==> src/hw/rtl/sspq_pkg.sv <==
`default_nettype none
// ----------------------------------------------------------------------------
// sspq_pkg
// Shared types and constants of the stable sorted priority queue.
// ----------------------------------------------------------------------------
package sspq_pkg;

	localparam int unsigned PRIO_BITS    = 16;
	localparam int unsigned OPCODE_BITS  = 2;
	localparam int unsigned PAYLOAD_PORT = 32;
	localparam int unsigned OCC_BITS     = 5;
	localparam int unsigned IN_BITS      = 56;
	localparam int unsigned OUT_BITS     = 104;

	typedef enum logic [OPCODE_BITS-1:0] {
		OP_ENQ    = 2'd0,
		OP_DEQ    = 2'd1,
		OP_STATUS = 2'd2,
		OP_SPARE  = 2'd3
	} opcode_t;

	typedef logic signed [PRIO_BITS-1:0] prio_t;

	typedef struct packed {
		logic  enq;
		logic  deq;
		prio_t prio;
	} cell_ctl_t;

endpackage : sspq_pkg
`default_nettype wire

==> src/hw/rtl/stable_sorted_priority_queue_top.sv <==
`default_nettype none
// ----------------------------------------------------------------------------
// stable_sorted_priority_queue_top
// Bounded min-first priority queue built as a chain of sorting cells.
// ----------------------------------------------------------------------------
// Takes one operation per clock and returns its result through an output
// register; the input stays ready while that register is empty or being
// drained, so the throughput is one transfer per cycle. Every slot of
// the queue is a cell that compares its priority with the incoming one and
// either holds, takes the new entry or shifts toward its neighbor, so an
// enqueue or dequeue completes in a single pass regardless of depth. Entries
// of equal priority leave in arrival order; an enqueue into a full queue is
// dropped and flagged.
module stable_sorted_priority_queue_top
	import sspq_pkg::*;
#(
	parameter int unsigned QUEUE_DEPTH  = 16,
	parameter int unsigned PAYLOAD_BITS = 32
) (
	input  wire logic                clk,
	input  wire logic                arst_n,
	input  wire logic                s_tvalid,
	output logic                     s_tready,
	// opcode, entry_priority, entry_payload, zero fill
	input  wire logic [IN_BITS-1:0]  s_tdata,
	output logic                     m_tvalid,
	input  wire logic                m_tready,
	// popped_valid, popped_priority, popped_payload, insert_rejected,
	// head_valid, head_priority, head_payload, occupancy
	output logic [OUT_BITS-1:0]      m_tdata
);

	localparam int unsigned STORE_BITS = (PAYLOAD_BITS < PAYLOAD_PORT) ? PAYLOAD_BITS
	                                                                    : PAYLOAD_PORT;
	localparam int unsigned CNT_BITS   = $clog2(QUEUE_DEPTH + 1);

	opcode_t                 op;
	prio_t                   in_prio;
	logic [PAYLOAD_PORT-1:0] in_payload;
	logic                    take;
	logic                    full;
	logic                    empty;
	cell_ctl_t               ctl;

	logic [CNT_BITS-1:0]     count_q;
	logic [CNT_BITS-1:0]     count_d;

	logic                    after_w   [QUEUE_DEPTH];
	logic                    valid_w   [QUEUE_DEPTH];
	prio_t                   prio_w    [QUEUE_DEPTH];
	logic [STORE_BITS-1:0]   payload_w [QUEUE_DEPTH];
	logic                    valid_n   [QUEUE_DEPTH];
	prio_t                   prio_n    [QUEUE_DEPTH];
	logic [STORE_BITS-1:0]   payload_n [QUEUE_DEPTH];

	logic                    popped_valid;
	prio_t                   popped_prio;
	logic [PAYLOAD_PORT-1:0] popped_payload;
	logic                    rejected;
	prio_t                   head_prio;
	logic [PAYLOAD_PORT-1:0] head_payload;
	logic [31:0]             occ_wide;
	logic [OUT_BITS-1:0]     result;
	logic [OUT_BITS-1:0]     m_tdata_q;
	logic                    m_tvalid_q;

	assign op         = opcode_t'(s_tdata[1:0]);
	assign in_prio    = prio_t'(s_tdata[17:2]);
	assign in_payload = s_tdata[49:18];
	assign s_tready   = !m_tvalid_q || m_tready;
	assign take       = s_tvalid && s_tready;
	assign full       = valid_w[QUEUE_DEPTH-1];
	assign empty      = !valid_w[0];

	assign ctl = '{
		enq:  take && (op == OP_ENQ) && !full,
		deq:  take && (op == OP_DEQ) && !empty,
		prio: in_prio
	};

	for (genvar i = 0; i < QUEUE_DEPTH; i++) begin : g_cell
		logic                  l_after;
		logic                  l_valid;
		prio_t                 l_prio;
		logic [STORE_BITS-1:0] l_payload;
		logic                  r_valid;
		prio_t                 r_prio;
		logic [STORE_BITS-1:0] r_payload;

		if (i == 0) begin : g_first
			assign l_after   = 1'b1;
			assign l_valid   = 1'b0;
			assign l_prio    = '0;
			assign l_payload = '0;
		end else begin : g_mid
			assign l_after   = after_w[i-1];
			assign l_valid   = valid_w[i-1];
			assign l_prio    = prio_w[i-1];
			assign l_payload = payload_w[i-1];
		end

		if (i == QUEUE_DEPTH - 1) begin : g_last
			assign r_valid   = 1'b0;
			assign r_prio    = '0;
			assign r_payload = '0;
		end else begin : g_inner
			assign r_valid   = valid_w[i+1];
			assign r_prio    = prio_w[i+1];
			assign r_payload = payload_w[i+1];
		end

		sspq_cell #(
			.STORE_BITS(STORE_BITS)
		) u_cell (
			.clk          (clk),
			.arst_n       (arst_n),
			.ctl          (ctl),
			.new_payload  (in_payload[STORE_BITS-1:0]),
			.left_after   (l_after),
			.left_valid   (l_valid),
			.left_prio    (l_prio),
			.left_payload (l_payload),
			.right_valid  (r_valid),
			.right_prio   (r_prio),
			.right_payload(r_payload),
			.after        (after_w[i]),
			.valid_q      (valid_w[i]),
			.prio_q       (prio_w[i]),
			.payload_q    (payload_w[i]),
			.valid_d      (valid_n[i]),
			.prio_d       (prio_n[i]),
			.payload_d    (payload_n[i])
		);
	end

	always_comb begin
		count_d = count_q;
		if (ctl.enq) begin
			count_d = count_q + 1'b1;
		end else if (ctl.deq) begin
			count_d = count_q - 1'b1;
		end
	end

	always_ff @(posedge clk or negedge arst_n) begin
		if (!arst_n) begin
			count_q <= '0;
		end else begin
			count_q <= count_d;
		end
	end

	always_comb begin
		popped_valid   = ctl.deq;
		popped_prio    = ctl.deq ? prio_w[0] : '0;
		popped_payload = ctl.deq ? PAYLOAD_PORT'(payload_w[0]) : '0;
		rejected       = take && (op == OP_ENQ) && full;
		head_prio      = valid_n[0] ? prio_n[0] : '0;
		head_payload   = valid_n[0] ? PAYLOAD_PORT'(payload_n[0]) : '0;
		occ_wide       = 32'(count_d);
		result         = '0;
		result[0]      = popped_valid;
		result[16:1]   = popped_prio;
		result[48:17]  = popped_payload;
		result[49]     = rejected;
		result[50]     = valid_n[0];
		result[66:51]  = head_prio;
		result[98:67]  = head_payload;
		result[103:99] = occ_wide[OCC_BITS-1:0];
	end

	always_ff @(posedge clk or negedge arst_n) begin
		if (!arst_n) begin
			m_tvalid_q <= 1'b0;
		end else if (s_tready) begin
			m_tvalid_q <= s_tvalid;
		end
	end

	always_ff @(posedge clk) begin
		if (take) begin
			m_tdata_q <= result;
		end
	end

	assign m_tvalid = m_tvalid_q;
	assign m_tdata  = m_tdata_q;

endmodule : stable_sorted_priority_queue_top
`default_nettype wire

==> src/hw/rtl/sspq_cell.sv <==
`default_nettype none
// ----------------------------------------------------------------------------
// sspq_cell
// One slot of the sorted chain: keeps, takes the new entry, or shifts.
// ----------------------------------------------------------------------------
module sspq_cell
	import sspq_pkg::*;
#(
	parameter int unsigned STORE_BITS = 32
) (
	input  wire logic                  clk,
	input  wire logic                  arst_n,
	input  wire cell_ctl_t             ctl,
	input  wire logic [STORE_BITS-1:0] new_payload,
	input  wire logic                  left_after,
	input  wire logic                  left_valid,
	input  wire prio_t                 left_prio,
	input  wire logic [STORE_BITS-1:0] left_payload,
	input  wire logic                  right_valid,
	input  wire prio_t                 right_prio,
	input  wire logic [STORE_BITS-1:0] right_payload,
	output logic                       after,
	output logic                       valid_q,
	output prio_t                      prio_q,
	output logic [STORE_BITS-1:0]      payload_q,
	output logic                       valid_d,
	output prio_t                      prio_d,
	output logic [STORE_BITS-1:0]      payload_d
);

	// new entry goes behind this slot
	assign after = valid_q && (prio_q <= ctl.prio);

	always_comb begin
		valid_d   = valid_q;
		prio_d    = prio_q;
		payload_d = payload_q;
		if (ctl.enq && !after) begin
			if (left_after) begin
				valid_d   = 1'b1;
				prio_d    = ctl.prio;
				payload_d = new_payload;
			end else begin
				valid_d   = left_valid;
				prio_d    = left_prio;
				payload_d = left_payload;
			end
		end else if (ctl.deq) begin
			valid_d   = right_valid;
			prio_d    = right_prio;
			payload_d = right_payload;
		end
	end

	always_ff @(posedge clk or negedge arst_n) begin
		if (!arst_n) begin
			valid_q <= 1'b0;
		end else begin
			valid_q <= valid_d;
		end
	end

	always_ff @(posedge clk) begin
		prio_q    <= prio_d;
		payload_q <= payload_d;
	end

endmodule : sspq_cell
`default_nettype wire

==> config.mk <==
export PLATFORM = sky130hd
export DESIGN_NAME = stable_sorted_priority_queue_top
export DESIGN_NICKNAME = d
export VERILOG_FILES = /design/src/hw/rtl/sspq_pkg.sv /design/src/hw/rtl/stable_sorted_priority_queue_top.sv /design/src/hw/rtl/sspq_cell.sv
export SDC_FILE = /design/constraint.sdc
export NUM_CORES = 2
export LEC_CHECK = 0
export ABC_AREA = 1
export BUFFER_PORTS_ARGS = -buffer_cell sky130_fd_sc_hd__buf_4
export CORE_MARGIN = 3
export CORE_UTILIZATION = 50
export CTS_CLUSTER_SIZE = 10
export DETAILED_ROUTE_END_ITERATION = 7
export PLACE_DENSITY_LB_ADDON = 0.25
export SLEW_MARGIN = 10
export SYNTH_ARGS = -nofsm -noshare
export SYNTH_HDL_FRONTEND = slang
export SYNTH_SLANG_ARGS = --single-unit
==> constraint.sdc <==
create_clock -name clk -period 6.75 [get_ports clk]
set_clock_uncertainty 0.1 [all_clocks]
set_input_delay 0.3375 -clock clk [delete_from_list [all_inputs] [get_ports clk]]
set_output_delay 0.3375 -clock clk [all_outputs]
set_load 0.005 [all_outputs]
==> results.json <==
{
  "outcome": "complete, but fails checks",
  "violations": "DRC",
  "p_leak_nw": 28.5,
  "numCtsBuffers": 102,
  "synth_cells": 7123,
  "synth_seq_cells": 894,
  "ios": 166,
  "rsz0062_at_grt": "false",
  "tns_ns": 0,
  "drive_gt1_share_pct": 6.37,
  "max_freq_ghz": 0.219,
  "avgSynthCellArea_um2": 7.59,
  "ant_nets": 0,
  "seqCellArea_um2": 26300,
  "critPathLaunch": "g_cell[0].u_cell.valid_q",
  "worstPathArrival_ns": 4.83,
  "max_stage_delay_ns": 1.13,
  "cp_cell_sequence": "inv_1 -> nor2_4 -> clkinv_2 -> buf_4 -> nand2_2 -> buf_4",
  "dr.first_iter.drc_count": 6621,
  "grt_pass1_vias": 45100,
  "cp.buffers_inverters": 4,
  "core_area_um2": 106000,
  "gp_congestion": 0.918,
  "area_growth_syn_to_layout_pct": 8.58,
  "gr-total-overflow": 0,
  "period_minus_slack_ns": 4.57,
  "yosys_warnings": 0,
  "worst_r2r_path_depth": 6,
  "slew_viol_final": 0,
  "cap_violations": 0,
  "reg2reg_slack_ns": 2.18,
  "fill_cells": 10000,
  "cts-root-buf": "clkbuf_16",
  "timing.rr.end": "g_cell[1].u_cell.prio_q[6]",
  "vias": 48500,
  "cpLargestDelayFamily": "buffers and inverters",
  "cts_buffer_depth": 3,
  "die_w_um": 335,
  "place_area_um2": 55700,
  "wire_per_inst_um": 21.2,
  "worstSetupStartpointType": "flop",
  "die_h_um": 335,
  "multi_input_area_um2": 24000,
  "ys_types": 36,
  "rows": 119,
  "layout.cells.non_filler": 8485,
  "synth_ff_type": "edfxtp_1",
  "first_pass_iters": 8,
  "required_ns": 7.01,
  "viasPerCell": 5.71,
  "ys_seq_area_share_pct": 48.6,
  "place_hpwl_um": 119000,
  "post-route-period-util_pct": 67.7,
  "tightest_slew_ns": 1.24,
  "synth_fp_nets": 7425,
  "fin_nets": 7321,
  "netlist_area_um2": 54100,
  "synth_edf_count": 824,
  "cts_max_level": 3,
  "drc": 6,
  "postLayoutCellArea_um2": 58700,
  "p_per_area_nw_per_um2": 324,
  "grt_pass1_wl_um": 274000,
  "reg2reg_from": "g_cell[0].u_cell.valid_q",
  "worstSetupPathType": "flop to flop",
  "relSlewSlack_pct": 17.3,
  "crit_end": "g_cell[1].u_cell.prio_q[6]",
  "path_clk_slew_ns": 0.06,
  "crit_slowest_cell": "dfrtp_2",
  "placed_cells": 8302,
  "async_flop_share_pct": 2.46,
  "cts_tree": "done",
  "setup_violations": 0,
  "finalHoldViolCount": 0,
  "die_area_um2": 112000,
  "hold_path.class": "primary input to asynchronous set/reset pin",
  "clock_latency_ns": 0.70,
  "antenna_found_initial": 4,
  "grt_max_degree": 101,
  "grt_util_all_layers_pct": 31.3,
  "cp.depth": 6,
  "cp-end-kind": "flop",
  "cp_max_fo": 55,
  "cts_resized": 0,
  "cts.sinks": 894,
  "portBuffers": 159,
  "critPathMostFrequentCell": "buf_4",
  "max-vdd-ir-drop_uv": 231,
  "drt-total-wl_um": 180000,
  "start_util_pct": 50.8
}
[cell families after synthesis]
kind of cell    synth area share (%)
simple gates                    35.9
compound gates                  2.50
fa+ha+maj                       5.60
flops                           48.6
xor+xnor                      0.0648
buf+inv                         7.32
[layout make-up]
cell class              count  area share, %
flip-flops and latches    894           44.7
multi-input cells        5305           40.9
clock buffers             168           4.90
repair buffers            264           3.42
well taps                1391           2.97
inverters                 452           2.89
clock inverters             8          0.181
diodes                      3         0.0128
[routing by layer]
layer  vias to the layer above  wire length (um)  track usage, %
met3                       361             26200            10.0
met1                     22200             74500            44.6
met2                      3108             74800            45.8
met5                         -                32               0
li1                      22700                 -               -
met4                         4              4640            8.95
[metrics by stage]
stage	setup slack (ns)	utilization [%]	hold slack, ns	total power (W)
global placement	1.97	52.4	0.179	0.0136
floorplan	0.288	-	-0.0581	0.0118
finish	2.18	55.2	0.0364	0.0190
detailed placement	1.91	52.4	0.174	0.0137
global route	1.97	55.2	0.0566	0.0199
CTS	2.24	55.2	0.000434	0.0189
[worst register-to-register path, delay by kind of cell (launching register included)]
kind / cells / cell delay (ns)
buffers and inverters: 4 / 1.82
and+or+nand+nor: 2 / 1.20
DFF: 1 / 1.13
[synthesized netlist by cell type, types with 3 or more instances]
library cell | number | area (um^2)
edfxtp_1 | 824 | 24700
nor3_1 | 8 | 40.0
a21oi_1 | 109 | 546
o21bai_1 | 3 | 22.5
nand2_2 | 15 | 93.8
buf_6 | 14 | 158
buf_4 | 44 | 330
nand2_1 | 3551 | 13300
a21o_1 | 7 | 52.6
nand3_1 | 931 | 4660
o21ai_1 | 16 | 80.1
buf_1 | 21 | 78.8
nand4_1 | 10 | 62.6
o21a_1 | 7 | 52.6
nor2_1 | 256 | 961
a21oi_2 | 4 | 35.0
buf_2 | 175 | 876
dfrtp_1 | 22 | 551
ha_1 | 242 | 3030
xor2_1 | 4 | 35.0
nor4_2 | 5 | 62.6
nand3b_1 | 10 | 75.1
clkbuf_1 | 217 | 815
dfxtp_1 | 48 | 961
o21ai_0 | 110 | 551
inv_2 | 10 | 37.5
inv_1 | 440 | 1650
nand3_2 | 8 | 80.1
[registers in the layout, summed over array words and instances (netlist names)]
register,count
m_tvalid,1
g_cell.u_cell.prio_q,256
count_q,5
g_cell.u_cell.valid_q,16
m_tdata,104
g_cell.u_cell.payload_q,512
[what timing repair did]
| item | 4_1_cts | 5_1_grt |
|---|---|---|
| hold buffers | 4 | 0 |
| endpoints found under the hold margin | 24 | 0 |
| setup endpoints to repair | 0 | 0 |
| buffers inserted | 0 | 0 |
[worst min-delay path by stage]
stage,from,end,cells past startpoint
finish,arst_n,m_tvalid,2
global route,arst_n,g_cell[1].u_cell.valid_q,2
global placement,arst_n,m_tvalid,1
floorplan,arst_n,count_q[0],0
detailed placement,arst_n,m_tvalid,1
CTS,arst_n,g_cell[1].u_cell.valid_q,2
[power by group]
group | internal [W] | leakage, nW | switching, W
logic | 0.00168 | 18.8 | 0.00443
clock network | 0.00289 | 1.42 | 0.00230
registers | 0.00705 | 8.29 | 0.000644
total | 0.0116 | 28.5 | 0.00738
[placed cells by master, fill, tap and decap left out, types with 4 or more instances in the layout]
master,count
nor3_1,8
nor4_2,5
o21ai_0,110
nor2_1,256
inv_1,440
o21ai_1,16
clkbuf_16,105
nand2_1,3534
a21o_1,7
nand3_1,926
dfrtp_2,6
edfxtp_1,824
nand3_2,13
nand4_1,10
a21oi_4,8
clkbuf_1,62
ha_1,242
a21oi_1,105
nand2_4,4
nand2_2,30
xor2_1,4
nand3b_1,10
buf_4,259
o21a_1,7
dlygate4sd3_1,4
dfxtp_1,48
dfrtp_1,16
inv_2,10
(Power assumes the default switching activity.)
